==> config.mk <==
export PLATFORM = sky130hd
export DESIGN_NAME = two_ended_arena_allocator_unit
export DESIGN_NICKNAME = d
export VERILOG_FILES = /design/src/hdl/teaa_pkg.sv /design/src/hdl/teaa_in_stage.sv /design/src/hdl/teaa_core.sv /design/src/hdl/two_ended_arena_allocator_unit.sv
export SDC_FILE = /design/constraint.sdc
export NUM_CORES = 1
export LEC_CHECK = 0
export BUFFER_PORTS_ARGS = -buffer_cell sky130_fd_sc_hd__buf_2
export CAP_MARGIN = 20
export CORE_MARGIN = 3
export CORE_UTILIZATION = 28
export CTS_CLUSTER_SIZE = 14
export DETAILED_ROUTE_END_ITERATION = 10
export PLACE_DENSITY = 0.48
export SYNTH_ARGS = -nofsm -noshare
export SYNTH_HDL_FRONTEND = slang
export SYNTH_HIERARCHICAL = 1
export SYNTH_SLANG_ARGS = --single-unit
==> constraint.sdc <==
create_clock -name clk -period 7.25 [get_ports clk]
set_input_delay 1.0875 -clock clk [delete_from_list [all_inputs] [get_ports clk]]
set_output_delay 1.0875 -clock clk [all_outputs]
set_load 0.02 [all_outputs]
==> src/hdl/teaa_pkg.sv <==
// Shared types and constants for the two-ended arena allocator.
`default_nettype none

package teaa_pkg;

    localparam int unsigned DEFAULT_MAX_POOL_BYTES = 65536;
    localparam int unsigned DEFAULT_ALIGN_BYTES    = 16;

    localparam int SIZE_W = 17;
    localparam int OFF_W  = 16;
    localparam int UNIT_W = 18;
    localparam int EXT_W  = 19;

    typedef enum logic [1:0] {
        MODE_ALLOC_FRONT,
        MODE_ALLOC_BACK,
        MODE_REALLOC,
        MODE_RESET
    } teaa_mode_t;

    typedef struct packed {
        teaa_mode_t              mode;
        logic [UNIT_W-1:0]       units;
        logic [OFF_W-1:0]        old_offset;
        logic [SIZE_W-1:0]       prior_size;
        logic                    keep_present;
    } teaa_req_t;

    typedef struct packed {
        logic                    success;
        logic [SIZE_W-1:0]       offset;
        logic                    copy_needed;
        logic [OFF_W-1:0]        copy_from;
        logic [SIZE_W-1:0]       copy_length;
    } teaa_rsp_t;

endpackage

`default_nettype wire

==> src/hdl/teaa_in_stage.sv <==
// Request input register with the size converted to alignment units.
`default_nettype none

module teaa_in_stage #(
    parameter int unsigned ALIGN_BYTES = teaa_pkg::DEFAULT_ALIGN_BYTES
) (
    input  wire logic                       clk,
    input  wire logic                       rst_n,
    input  wire logic                       req_valid,
    output logic                            req_stall,
    input  wire logic [1:0]                 mode,
    input  wire logic [teaa_pkg::SIZE_W-1:0] request_size,
    input  wire logic [teaa_pkg::OFF_W-1:0]  old_offset,
    input  wire logic [teaa_pkg::SIZE_W-1:0] prior_size,
    input  wire logic                       keep_present,
    input  wire logic                       core_ready,
    output logic                            stage_valid,
    output teaa_pkg::teaa_req_t             stage_req
);
    import teaa_pkg::*;

    localparam int SHIFT   = 25;
    localparam int RECIP_W = 26;
    localparam int PROD_W  = UNIT_W + RECIP_W;
    localparam longint unsigned RECIP_L =
        ((64'd1 << SHIFT) + 64'(ALIGN_BYTES) - 64'd1) / 64'(ALIGN_BYTES);
    localparam logic [RECIP_W-1:0] RECIP = RECIP_W'(RECIP_L);
    localparam logic [UNIT_W-1:0] ROUND_ADD = UNIT_W'(ALIGN_BYTES - 1);

    logic              valid_reg;
    logic              valid_next;
    teaa_req_t         req_reg;
    teaa_req_t         req_next;
    logic              load;
    logic [UNIT_W-1:0] rounded;
    logic [PROD_W-1:0] prod;

    assign load      = !valid_reg || core_ready;
    assign req_stall = valid_reg && !core_ready;

    // divide by the alignment through the reciprocal, rounding up
    always_comb
    begin
        rounded                = UNIT_W'(request_size) + ROUND_ADD;
        prod                   = PROD_W'(rounded) * PROD_W'(RECIP);
        req_next.mode          = teaa_mode_t'(mode);
        req_next.units         = prod[SHIFT +: UNIT_W];
        req_next.old_offset    = old_offset;
        req_next.prior_size    = prior_size;
        req_next.keep_present  = keep_present;
        valid_next             = load ? req_valid : valid_reg;
    end

    always_ff @(posedge clk or negedge rst_n)
    begin
        if (!rst_n)
        begin
            valid_reg <= 1'b0;
        end
        else
        begin
            valid_reg <= valid_next;
        end
    end

    always_ff @(posedge clk)
    begin
        if (load && req_valid)
        begin
            req_reg <= req_next;
        end
    end

    assign stage_valid = valid_reg;
    assign stage_req   = req_reg;

endmodule

`default_nettype wire

==> src/hdl/teaa_core.sv <==
// Arena pointers, allocation decision and result register.
`default_nettype none

module teaa_core #(
    parameter int unsigned MAX_POOL_BYTES = teaa_pkg::DEFAULT_MAX_POOL_BYTES,
    parameter int unsigned ALIGN_BYTES    = teaa_pkg::DEFAULT_ALIGN_BYTES
) (
    input  wire logic                        clk,
    input  wire logic                        rst_n,
    input  wire logic                        cfg_valid,
    input  wire logic [teaa_pkg::SIZE_W-1:0] cfg_pool_bytes,
    input  wire logic                        stage_valid,
    input  wire teaa_pkg::teaa_req_t         stage_req,
    output logic                             core_ready,
    output logic                             rsp_valid,
    input  wire logic                        rsp_stall,
    output teaa_pkg::teaa_rsp_t              rsp
);
    import teaa_pkg::*;

    localparam int unsigned POOL_RESET_I = (MAX_POOL_BYTES < 65536) ? MAX_POOL_BYTES : 65536;
    localparam logic [SIZE_W-1:0] POOL_RESET = SIZE_W'(POOL_RESET_I);
    localparam logic [UNIT_W-1:0] ALIGN_U    = UNIT_W'(ALIGN_BYTES);

    logic [SIZE_W-1:0]   pool_reg;
    logic [SIZE_W-1:0]   pool_next;
    logic [SIZE_W-1:0]   front_reg;
    logic [SIZE_W-1:0]   front_next;
    logic [SIZE_W-1:0]   back_reg;
    logic [SIZE_W-1:0]   back_next;
    logic                valid_reg;
    logic                valid_next;
    teaa_rsp_t           rsp_reg;
    teaa_rsp_t           rsp_next;
    logic                fire;
    logic [2*UNIT_W-1:0] asize_prod;
    logic [UNIT_W-1:0]   asize;
    logic [EXT_W-1:0]    f_ext;
    logic [EXT_W-1:0]    b_ext;
    logic [EXT_W-1:0]    a_ext;
    logic [EXT_W-1:0]    os_ext;
    logic [EXT_W-1:0]    oo_ext;
    logic [EXT_W-1:0]    pool_ext;
    logic [EXT_W-1:0]    front_plus;
    logic [EXT_W-1:0]    front_base;
    logic [EXT_W-1:0]    new_front;
    logic                fits_front;
    logic                in_place;
    logic [SIZE_W-1:0]   cfg_sat;

    assign core_ready = !valid_reg || !rsp_stall;
    assign fire       = stage_valid && core_ready;

    always_comb
    begin
        asize_prod = (2*UNIT_W)'(stage_req.units) * (2*UNIT_W)'(ALIGN_U);
        asize      = asize_prod[UNIT_W-1:0];
        f_ext      = EXT_W'(front_reg);
        b_ext      = EXT_W'(back_reg);
        a_ext      = EXT_W'(asize);
        os_ext     = EXT_W'(stage_req.prior_size);
        oo_ext     = EXT_W'(stage_req.old_offset);
        pool_ext   = EXT_W'(pool_reg);
        front_plus = f_ext + a_ext;
        fits_front = front_plus <= b_ext;
        front_base = f_ext - os_ext;
        in_place   = (f_ext >= os_ext) && (front_base == oo_ext);
        new_front  = front_base + a_ext;
        cfg_sat    = (32'(cfg_pool_bytes) > MAX_POOL_BYTES) ? SIZE_W'(MAX_POOL_BYTES)
                                                            : cfg_pool_bytes;
    end

    always_comb
    begin
        rsp_next   = '0;
        front_next = front_reg;
        back_next  = back_reg;
        pool_next  = pool_reg;
        unique case (stage_req.mode)
            MODE_ALLOC_FRONT:
            begin
                if (fits_front)
                begin
                    rsp_next.success = 1'b1;
                    rsp_next.offset  = front_reg;
                    front_next       = front_plus[SIZE_W-1:0];
                end
            end
            MODE_ALLOC_BACK:
            begin
                if (fits_front)
                begin
                    back_next        = back_reg - asize[SIZE_W-1:0];
                    rsp_next.success = 1'b1;
                    rsp_next.offset  = back_next;
                end
            end
            MODE_REALLOC:
            begin
                if (b_ext >= os_ext && b_ext >= a_ext)
                begin
                    if (in_place)
                    begin
                        if (new_front <= b_ext)
                        begin
                            front_next       = new_front[SIZE_W-1:0];
                            rsp_next.success = 1'b1;
                            rsp_next.offset  = SIZE_W'(stage_req.old_offset);
                        end
                    end
                    else if (a_ext <= os_ext)
                    begin
                        rsp_next.success = 1'b1;
                        rsp_next.offset  = SIZE_W'(stage_req.old_offset);
                    end
                    else if (fits_front)
                    begin
                        rsp_next.success     = 1'b1;
                        rsp_next.offset      = front_reg;
                        rsp_next.copy_needed = 1'b1;
                        rsp_next.copy_from   = stage_req.old_offset;
                        rsp_next.copy_length = stage_req.prior_size;
                        front_next           = front_plus[SIZE_W-1:0];
                    end
                end
            end
            MODE_RESET:
            begin
                back_next = pool_reg;
                if (stage_req.keep_present)
                begin
                    front_next       = (a_ext > pool_ext) ? pool_reg : asize[SIZE_W-1:0];
                    rsp_next.success = 1'b1;
                    if (stage_req.old_offset != '0)
                    begin
                        rsp_next.copy_needed = 1'b1;
                        rsp_next.copy_from   = stage_req.old_offset;
                        rsp_next.copy_length = stage_req.prior_size;
                    end
                end
            end
        endcase
        if (!fire)
        begin
            front_next = front_reg;
            back_next  = back_reg;
        end
        // register write restarts the arena
        if (cfg_valid)
        begin
            pool_next  = cfg_sat;
            front_next = '0;
            back_next  = cfg_sat;
        end
        valid_next = fire || (valid_reg && rsp_stall);
    end

    always_ff @(posedge clk or negedge rst_n)
    begin
        if (!rst_n)
        begin
            pool_reg  <= POOL_RESET;
            front_reg <= '0;
            back_reg  <= POOL_RESET;
            valid_reg <= 1'b0;
        end
        else
        begin
            pool_reg  <= pool_next;
            front_reg <= front_next;
            back_reg  <= back_next;
            valid_reg <= valid_next;
        end
    end

    always_ff @(posedge clk)
    begin
        if (fire)
        begin
            rsp_reg <= rsp_next;
        end
    end

    assign rsp_valid = valid_reg;
    assign rsp       = rsp_reg;

endmodule

`default_nettype wire

==> src/hdl/two_ended_arena_allocator_unit.sv <==
// Two-ended arena allocator: top level.
//
// Request channel (req_valid/req_stall) carries mode, request_size, old_offset,
// prior_size and keep_present. Response channel (rsp_valid/rsp_stall) returns
// success, offset and a copy command (copy_needed, copy_from, copy_length).
// The configuration channel (cfg_valid/cfg_ready) writes pool_bytes, which
// saturates to MAX_POOL_BYTES and restarts the arena; write it only while idle.
// Sizes are rounded up to ALIGN_BYTES in the request register.
// A request passes the request register, then the pointer update and the
// response register in one pass. Throughput is one request per cycle while the
// response is not stalled, set by the read-modify-write of the front and back pointers.
// Reset (rst_n low, asynchronous) empties both registers, sets the arena size
// to min(65536, MAX_POOL_BYTES), front to 0 and back to the arena size.
// A stalled response holds; the request register keeps one more request and
// then raises req_stall until the response is taken.
`default_nettype none

module two_ended_arena_allocator_unit #(
    parameter int unsigned MAX_POOL_BYTES = teaa_pkg::DEFAULT_MAX_POOL_BYTES,
    parameter int unsigned ALIGN_BYTES    = teaa_pkg::DEFAULT_ALIGN_BYTES
) (
    input  wire logic                        clk,
    input  wire logic                        rst_n,
    input  wire logic                        cfg_valid,
    output logic                             cfg_ready,
    input  wire logic [teaa_pkg::SIZE_W-1:0] pool_bytes,
    input  wire logic                        req_valid,
    output logic                             req_stall,
    input  wire logic [1:0]                  mode,
    input  wire logic [teaa_pkg::SIZE_W-1:0] request_size,
    input  wire logic [teaa_pkg::OFF_W-1:0]  old_offset,
    input  wire logic [teaa_pkg::SIZE_W-1:0] prior_size,
    input  wire logic                        keep_present,
    output logic                             rsp_valid,
    input  wire logic                        rsp_stall,
    output logic                             success,
    output logic [teaa_pkg::SIZE_W-1:0]      offset,
    output logic                             copy_needed,
    output logic [teaa_pkg::OFF_W-1:0]       copy_from,
    output logic [teaa_pkg::SIZE_W-1:0]      copy_length
);
    import teaa_pkg::*;

    logic      core_ready;
    logic      stage_valid;
    teaa_req_t stage_req;
    teaa_rsp_t rsp;

    assign cfg_ready = 1'b1;

    teaa_in_stage #(
        .ALIGN_BYTES (ALIGN_BYTES)
    ) u_in_stage (
        .clk          (clk),
        .rst_n        (rst_n),
        .req_valid    (req_valid),
        .req_stall    (req_stall),
        .mode         (mode),
        .request_size (request_size),
        .old_offset   (old_offset),
        .prior_size   (prior_size),
        .keep_present (keep_present),
        .core_ready   (core_ready),
        .stage_valid  (stage_valid),
        .stage_req    (stage_req)
    );

    teaa_core #(
        .MAX_POOL_BYTES (MAX_POOL_BYTES),
        .ALIGN_BYTES    (ALIGN_BYTES)
    ) u_core (
        .clk            (clk),
        .rst_n          (rst_n),
        .cfg_valid      (cfg_valid),
        .cfg_pool_bytes (pool_bytes),
        .stage_valid    (stage_valid),
        .stage_req      (stage_req),
        .core_ready     (core_ready),
        .rsp_valid      (rsp_valid),
        .rsp_stall      (rsp_stall),
        .rsp            (rsp)
    );

    assign success     = rsp.success;
    assign offset      = rsp.offset;
    assign copy_needed = rsp.copy_needed;
    assign copy_from   = rsp.copy_from;
    assign copy_length = rsp.copy_length;

    a_fail_all_zero: assert property (@(posedge clk) disable iff (!rst_n)
        rsp_valid && !success |-> offset == '0 && !copy_needed
                                  && copy_from == '0 && copy_length == '0)
        else $error("failed request carries nonzero fields");

    a_no_copy_zero: assert property (@(posedge clk) disable iff (!rst_n)
        rsp_valid && !copy_needed |-> copy_from == '0 && copy_length == '0)
        else $error("copy fields set without copy request");

    a_copy_granted: assert property (@(posedge clk) disable iff (!rst_n)
        rsp_valid && copy_needed |-> success)
        else $error("copy requested on failed request");

endmodule

`default_nettype wire

# Word level (Yosys, flattened, before mapping)
# Cells that the tools add are included.
# word_totals
output_inout_bits	55
in_bits	75
word_cells	87
regBits	155
# classes
n_lt_le_gt_ge	8
n_mux	30
n_reduce_logical	20
n_eq_ne	9
n_addsub	5
# ops
op	n
17-bit two-way mux	13
34-bit two-way mux	4
52-bit two-way mux	2
17-bit one-hot mux with 3 select lines	2
18-bit two-way mux	5
34-bit one-hot mux with 2 select lines	1
19-bit by 17-bit <= comparator with 1-bit output	2
17-bit >= comparator	2
17-bit one-hot mux with 2 select lines	1
17-bit by 18-bit adder with 19-bit output	1
19-bit by 18-bit adder with 19-bit output	1
19-bit by 16-bit equality test with 1-bit output	1
17-bit by 4-bit adder with 18-bit output (second input constant)	1
17-bit by 18-bit >= comparator with 1-bit output	1
18-bit by 17-bit greater-than comparator with 1-bit output	1
18-bit by 17-bit <= comparator with 1-bit output	1
17-bit by 17-bit subtractor with 18-bit output	1
17-bit greater-than comparator (second input constant)	1
17-bit subtractor	1
16-bit nonzero test	1
1-bit logical AND	6
3-bit by 2-bit inequality test with 1-bit output (second input constant)	2
6-bit AND reduction	1
2-bit equality test (second input constant)	2
other kinds (13)	18

# Logic depth before layout (Yosys ltp)
# Gate-level depths: netlist of the first run.
# depth
depth_word	9
depth_mapped	28
mapped_depth_nobuf	27

# Hierarchy
# Netlist of the first run, hierarchy kept.
# by_module_without_submodules
module	area_each_um2	n_inst	cells_each	seq_area_each_um2
teaa_core	10473.8	1	1202	2865.2
teaa_in_stage	1861.8	1	99	1526.5
two_ended_arena_allocator_unit	11.3	1	2	0.0

# Least setup slack after synthesis of the first run
# Ideal clock, no wire load.
# synth_timing
kind	reg2reg
from	register u_core.front_reg[0]
to	register u_core.front_reg[10]
n_path_buf	1
arrival_time_ns	5.416
setup_time_ns	0.073
path_slack_ns	1.761
stages_incl_launch_ff	28
required_ns	7.177
synth_period_minus_slack_ns	5.489
path_cell_list	dfrtp_1 -> inv_1 -> ha_1 -> inv_1 -> fa_1 -> a211oi_2 -> nor2_4 -> o21ai_0 -> nor2b_1 -> xnor2_1 -> ha_1 -> nor2b_1 -> o31a_1 -> o21ai_0 -> o21bai_1 -> a21o_1 -> a21o_1 -> a21oi_1 -> xnor2_1 -> ha_1 -> nand4_1 -> nor2_1 -> a221o_1 -> a211oi_1 -> nor4_2 -> a211oi_2 -> buf_4 -> a2bb2oi_2
# synth_between
elab_chain_len	9
elab_cells_between_ends	19
cone_classes	add/sub: 3; order compare: 3; eq/ne: 3; mux: 8; reduce/logical: 2
# synth_rtl
element	line_no	text
start, declared	teaa_core.sv:27	logic [SIZE_W-1:0] front_reg;
start signal, assigned	teaa_core.sv:170	front_reg <= front_next;
parallel branches: the longest is 9 deep, another holds 19-bit by 18-bit adder with 19-bit output	n/a	
# Several ways; the timed one is not identified. The select of a mux whose other input is x is not followed.
# A chain may end at the register's enable or synchronous reset.

# Worst setup path in the final report of the first run
# layout_timing
from	register u_core.front_reg[0]
to	register u_core.front_reg[16]
# The elaborated chain is that of the path after synthesis.

==> results of run 1 <==
## per-layer routing
layer  part of all wire [%]  wire length, µm
met1                     49            21100
met2                     45            19600
met3                    4.6             2020
met4                    1.6              687
met5                      0                0
## metrics by stage
stage	instance area [µm²]	std cells	total power, mW	setup slack (ps)
2_1_floorplan	12300	1298	3.43	1760
3_3_place_gp	13700	1986	4.39	944
3_5_place_dp	13700	1986	4.40	797
4_1_cts	14300	2018	5.34	762
5_1_grt	14300	2018	5.73	314
6_report	14300	2018	5.37	665
## worst max path at each step
stage                   startpoint                    to  slack (ps)  cells after the start
6_report       u_core/front_reg[0]  u_core/front_reg[16]         660                     27
5_1_grt        u_core/front_reg[0]  u_core/front_reg[16]         310                     27
4_1_cts        u_core/front_reg[0]  u_core/front_reg[16]         760                     27
3_5_place_dp   u_core/front_reg[0]  u_core/front_reg[16]         800                     27
3_3_place_gp   u_core/front_reg[0]  u_core/front_reg[16]         940                     27
2_1_floorplan  u_core/front_reg[0]  u_core/front_reg[10]        1760                     27
## cells in the final DEF (no fill, tap or decap), types with 14 or more instances in the layout
cell type	n
nor3_1	14
o31a_1	15
xor2_1	24
nor4_1	17
nor2b_1	15
mux2i_1	35
nor2_1	56
o21ai_0	75
ha_1	134
a211oi_1	14
nand2_1	105
nand3_1	23
a21o_1	38
buf_2	128
inv_1	99
nand4_1	23
buf_4	29
o22ai_1	18
clkbuf_16	18
xnor2_1	45
and2_1	48
o221ai_1	14
edfxtp_1	102
dfrtp_1	51
a21oi_1	83
## where the power goes
part | switching, mW | internal [mW]
Combinational | 1.98 | 1.28
Sequential | 0.138 | 1.07
Clock | 0.384 | 0.512
Total | 2.50 | 2.87
## area by class of cell
| cell class | instances | area (µm²) | area share, % |
|---|---|---|---|
| clock buffer | 20 | 478 | 3.35 |
| clock inverter | 12 | 109 | 0.763 |
| inverter | 99 | 372 | 2.60 |
| multi-input combinational | 990 | 7330 | 51.4 |
| sequential | 155 | 4390 | 30.8 |
| tap | 585 | 732 | 5.13 |
| timing repair buffer | 157 | 858 | 6.02 |
==> run metrics, run 1 <==
Final HPWL DP=around 34000 µm; min Tclk post-route=~6600 ps; clk_lat worst skew=around 470 ps; max FFs per register=between 50 and 60; filler instances=4500; Slew HR=between 30% and 40%; Reg-to-Reg End=u_core/front_reg[16]; fin. max-slew vios=0; total clock sinks=between 150 and 200; M2 GR Usage=between 20% and 30%; CP max FO=9; CP most frequent cell=ha_1; largest net degree at the start of global routing=56; gr ovfl total=0; warnings from Yosys=6; CP required=roughly 7600 ps; global-route wire length before repair=approximately 65000 µm; Post-Syn Area per Cell=9.49 µm²; Hold Violations, Final=0; CP Capture Type=register; critical path class=reg -> reg; 1st-iter DRT viols=around 800; antenna violations before repair=0; CP bufs+invs=3; setup TNS=0 ps; worst hold stages=1; Worst Tran Pin Value=~950 ps; clk_skew=about 16 ps; post-synthesis cell count=1298; minimum setup slack among reg-to-reg paths=between 600 and 700 ps; post-CTS repair timing setup buffer count=0; slowest cell on the critical path=nor2_2; Layout Nets=1633; IO Count=130; Worst-path clk slew=roughly 70 ps; final setup vio count=0; die area=about 47000 µm²; clk root buf=clkbuf_16; antenna viol nets, final=0; Leakage Power=roughly 6.2 nW; Starting Density=between 20 and 30%; Hold Crit Class=reg -> reg; period utilisation layout=between 90% and 100%; Resize count post-CTS=0; FMAX=152 MHz; Area Overhead vs Synth=15.9%; Most Used Layer, Global Route=met2; Peak supply drop=between 0.15 and 0.2 mV; met1 GRT Util=between 20% and 30%; Hold Buf Count CTS=0; PwrDens=about 380 nW/µm²; IO Port Bufs=between 100 and 150; Die Span Y=around 220 µm; worst r2r src=u_core/front_reg[0]; TritonCTS Buffers=17; Cell Area, Synth=between 10000 and 15000 µm²; WL final=around 43000 µm; Via density=5.31; Core Util, Final=approximately a third; layout cells sized above 1=between 15 and 20%; wire per inst=approximately 22 µm; H-tree Lvls=4; met3 Use GR=under 10%; drt first pass iters=7; Worst Hold Launch=u_in_stage/stage_valid; Rows=76; Worst path top cell family by delay=compound AO/OA/AOI/OAI gates; Core ar.=between 40000 and 50000 µm²; drt drc=0; status=finished, final reports clean; vias in the first global route=between 10000 and 15000; Max Cap Violations=0; CP max stage delay=approximately 530 ps; Startpoint Class=register; RSZ-0062 raised after global routing=no; Clock Tree Buf Depth=2; Worst Hold End=u_core/rsp_valid; Final Hold Slack=roughly 480 ps; Syn Nets=1511; critical path arrival=a little under 7000 ps; # diodes=0; r2r worst-path depth=27; GRT Util Overall=a little under a fifth; total number of vias=between 10000 and 15000; CTS tree=yes; DIE WIDTH=216 µm; gp weighted congestion=0.960
Note: power is estimated with default switching activity, not from simulation.
==> run 2: changes to the inputs <==
--- a/config.mk
+++ b/config.mk
@@ -13,3 +13,3 @@
 export DETAILED_ROUTE_END_ITERATION = 10
-export PLACE_DENSITY = 0.48
+export PLACE_DENSITY_LB_ADDON = 0.3
 export SYNTH_ARGS = -nofsm -noshare
--- a/constraint.sdc
+++ b/constraint.sdc
@@ -3,2 +3,2 @@
 set_output_delay 1.0875 -clock clk [all_outputs]
-set_load 0.02 [all_outputs]
+set_load 0.05 [all_outputs]
==> run 2 against run 1 <==
Die area is the same. Global-route usage down 0.45 points. Final cell count fell by 0.50%. Clock-buffer cell count rose by 1. First-iteration DRC count decreased by 5.2%. Final area is 0.56% lower. Clock skew fell by 6.6 ps. Register-to-register slack improved by 240 ps. Setup slack better by 240 ps. Routed wire length down 3.2%. Critical path type unchanged. Largest power group unchanged.
==> run metrics, run 2 (same netlist as run 1, synthesis figures left out) <==
DIE WIDTH=216 µm (unchanged); CP bufs+invs=3 (unchanged); Core ar.=43300 µm² (unchanged); largest net degree at the start of global routing=56 (unchanged); Clock Tree Buf Depth=2 (unchanged); post-CTS repair timing setup buffer count=0 (unchanged); antenna violations before repair=0 (unchanged); gr ovfl total=0 (unchanged); PwrDens=377 nW/µm² (+0.14%); critical path arrival=6700 ps (-220 ps); dpl cells=1974 (-0.60%); Power Total=5.35 mW (-0.42%); Startpoint Class=register; Final HPWL DP=32900 µm (-4.1%); CTS tree=yes; Core Util, Final=32.8% (-0.19 points); TritonCTS Buffers=17 (unchanged); Worst Hold Launch=u_in_stage/stage_valid; Worst Tran Pin Value=937 ps (-12.1 ps); Slew HR=37.6% (+0.81 points); layout cells sized above 1=15.2% (-0.59 points); status=finished, final reports clean; min Tclk post-route=6350 ps (-239 ps); Layout Nets=1623 (-0.61%); clk_lat worst skew=460 ps (about the same); die area=46500 µm² (unchanged); Final Hold Slack=476 ps (-2.76 ps); critical path class=reg -> reg; Non-Filler Instances=2008 (-0.50%); Multi-input gate area=7330 µm² (unchanged); Hold Crit Class=reg -> reg; clk root buf=clkbuf_16; clk_skew=9.66 ps (-6.62 ps); CP required=7600 ps (+20 ps); antenna viol nets, final=0 (unchanged); WL final=42000 µm (-3.2%); Worst path top cell family by delay=compound AO/OA/AOI/OAI gates; Rows=76 (unchanged); GRT Util Overall=18.0% (-0.45 points); Area Overhead vs Synth=15.2%; gp weighted congestion=0.901 (-6.1%); vias in the first global route=10668 (+0.36%); max FFs per register=52 (unchanged); period utilisation layout=87.5% (-3.3 points); # diodes=0 (unchanged); wire per inst=20.9 µm (-2.7%); global-route wire length before repair=64100 µm (-1.4%); drt drc=0 (unchanged); worst r2r src=u_core/front_reg[0]; H-tree Lvls=4 (unchanged); Peak supply drop=0.199 mV (+7.3%); FMAX=158 MHz (+3.8%); IO Count=130 (unchanged); IO Port Bufs=128 (unchanged); Via density=5.34 (+0.57%); CP max FO=16 (+7); Starting Density=28.5% (unchanged); commonest non-fill, non-tap cell in the layout=ha_1; Die Span Y=216 µm (unchanged); CP max stage delay=480 ps (-50 ps); Worst-path clk slew=70 ps (about the same); total number of vias=10718 (+0.075%); worst hold stages=1 (unchanged); final setup vio count=0 (unchanged); Hold Buf Count CTS=0 (unchanged); setup TNS=0 ps (unchanged); Resize count post-CTS=0 (unchanged); r2r worst-path depth=26 (-3.7%); Worst Hold End=u_core/rsp_valid; Max Cap Violations=0 (unchanged); drt first pass iters=5 (-2); minimum setup slack among reg-to-reg paths=900 ps (+240 ps); CP Capture Type=register; Hold Violations, Final=0 (unchanged); commonest cells after routing, fill and taps aside=134 x ha_1, 128 x buf_2, 105 x nand2_1; Reg area=4390 µm² (unchanged); fin. max-slew vios=0 (unchanged); filler instances=4465 (-0.78%); Leakage Power=6.17 nW (-0.93%); RSZ-0062 raised after global routing=no; slowest cell on the critical path=a211oi_1; Reg-to-Reg End=u_core/front_reg[15]; total clock sinks=155 (unchanged); 1st-iter DRT viols=750 (-5.2%)
run 2: changes by cell type in the layout (fill, tap and decap cells not counted), sizes merged:
cell,before,now
clkinv,7,6
buf,157,147
clkbuf,20,21
clkinvlp,0,1
bufinv,1,0
run 2: per-stage QoR:
stage / setup slack (ps) / instance area [µm²]
final: 903 / 14200
after global routing: 470 / 14200
after CTS: 989 / 14200
after detailed placement: 1050 / 13600
after global placement: 1160 / 13600
after floorplan: 1760 / 12300
run 2: worst max path at each step:
stage	start	to	slack, ps	cells past startpoint
2_1_floorplan	u_core/front_reg[0]	u_core/front_reg[10]	1760	27
3_5_place_dp	u_core/front_reg[0]	u_core/front_reg[15]	1050	26
5_1_grt	u_in_stage/stage_req[2]	u_core/front_reg[4]	470	24
6_report	u_core/front_reg[0]	u_core/front_reg[15]	900	26
3_3_place_gp	u_core/front_reg[0]	u_core/front_reg[15]	1160	27
4_1_cts	u_core/front_reg[0]	u_core/front_reg[15]	990	26
run 2: per-layer routing:
metal | part of all wire (%) | wire (µm) | vias to the layer above | GRT usage, %
li1 | - | - | 5037 | -
met1 | 48 | 20000 | 5275 | 25.6
met2 | 45 | 18800 | 362 | 28.2
met3 | 6.1 | 2550 | 44 | 3.68
met4 | 1.6 | 682 | 0 | 4.38
met5 | 0 | 0 | - | 0
run 2: where the power goes:
| group | switching, mW | leakage (nW) | internal (mW) | total (mW) |
|---|---|---|---|---|
| logic | 1.98 | 4.22 | 1.25 | 3.24 |
| clock network | 0.385 | 0.286 | 0.487 | 0.872 |
| registers | 0.163 | 1.67 | 1.07 | 1.24 |
run 2: area by class of cell:
class / count / area share (%)
Multi-Input combinational cell: 990 / 51.6
Sequential cell: 155 / 31.0
Timing Repair Buffer: 147 / 5.57
Tap cell: 585 / 5.16
Clock buffer: 21 / 3.47
Inverter: 99 / 2.62
Clock inverter: 11 / 0.582
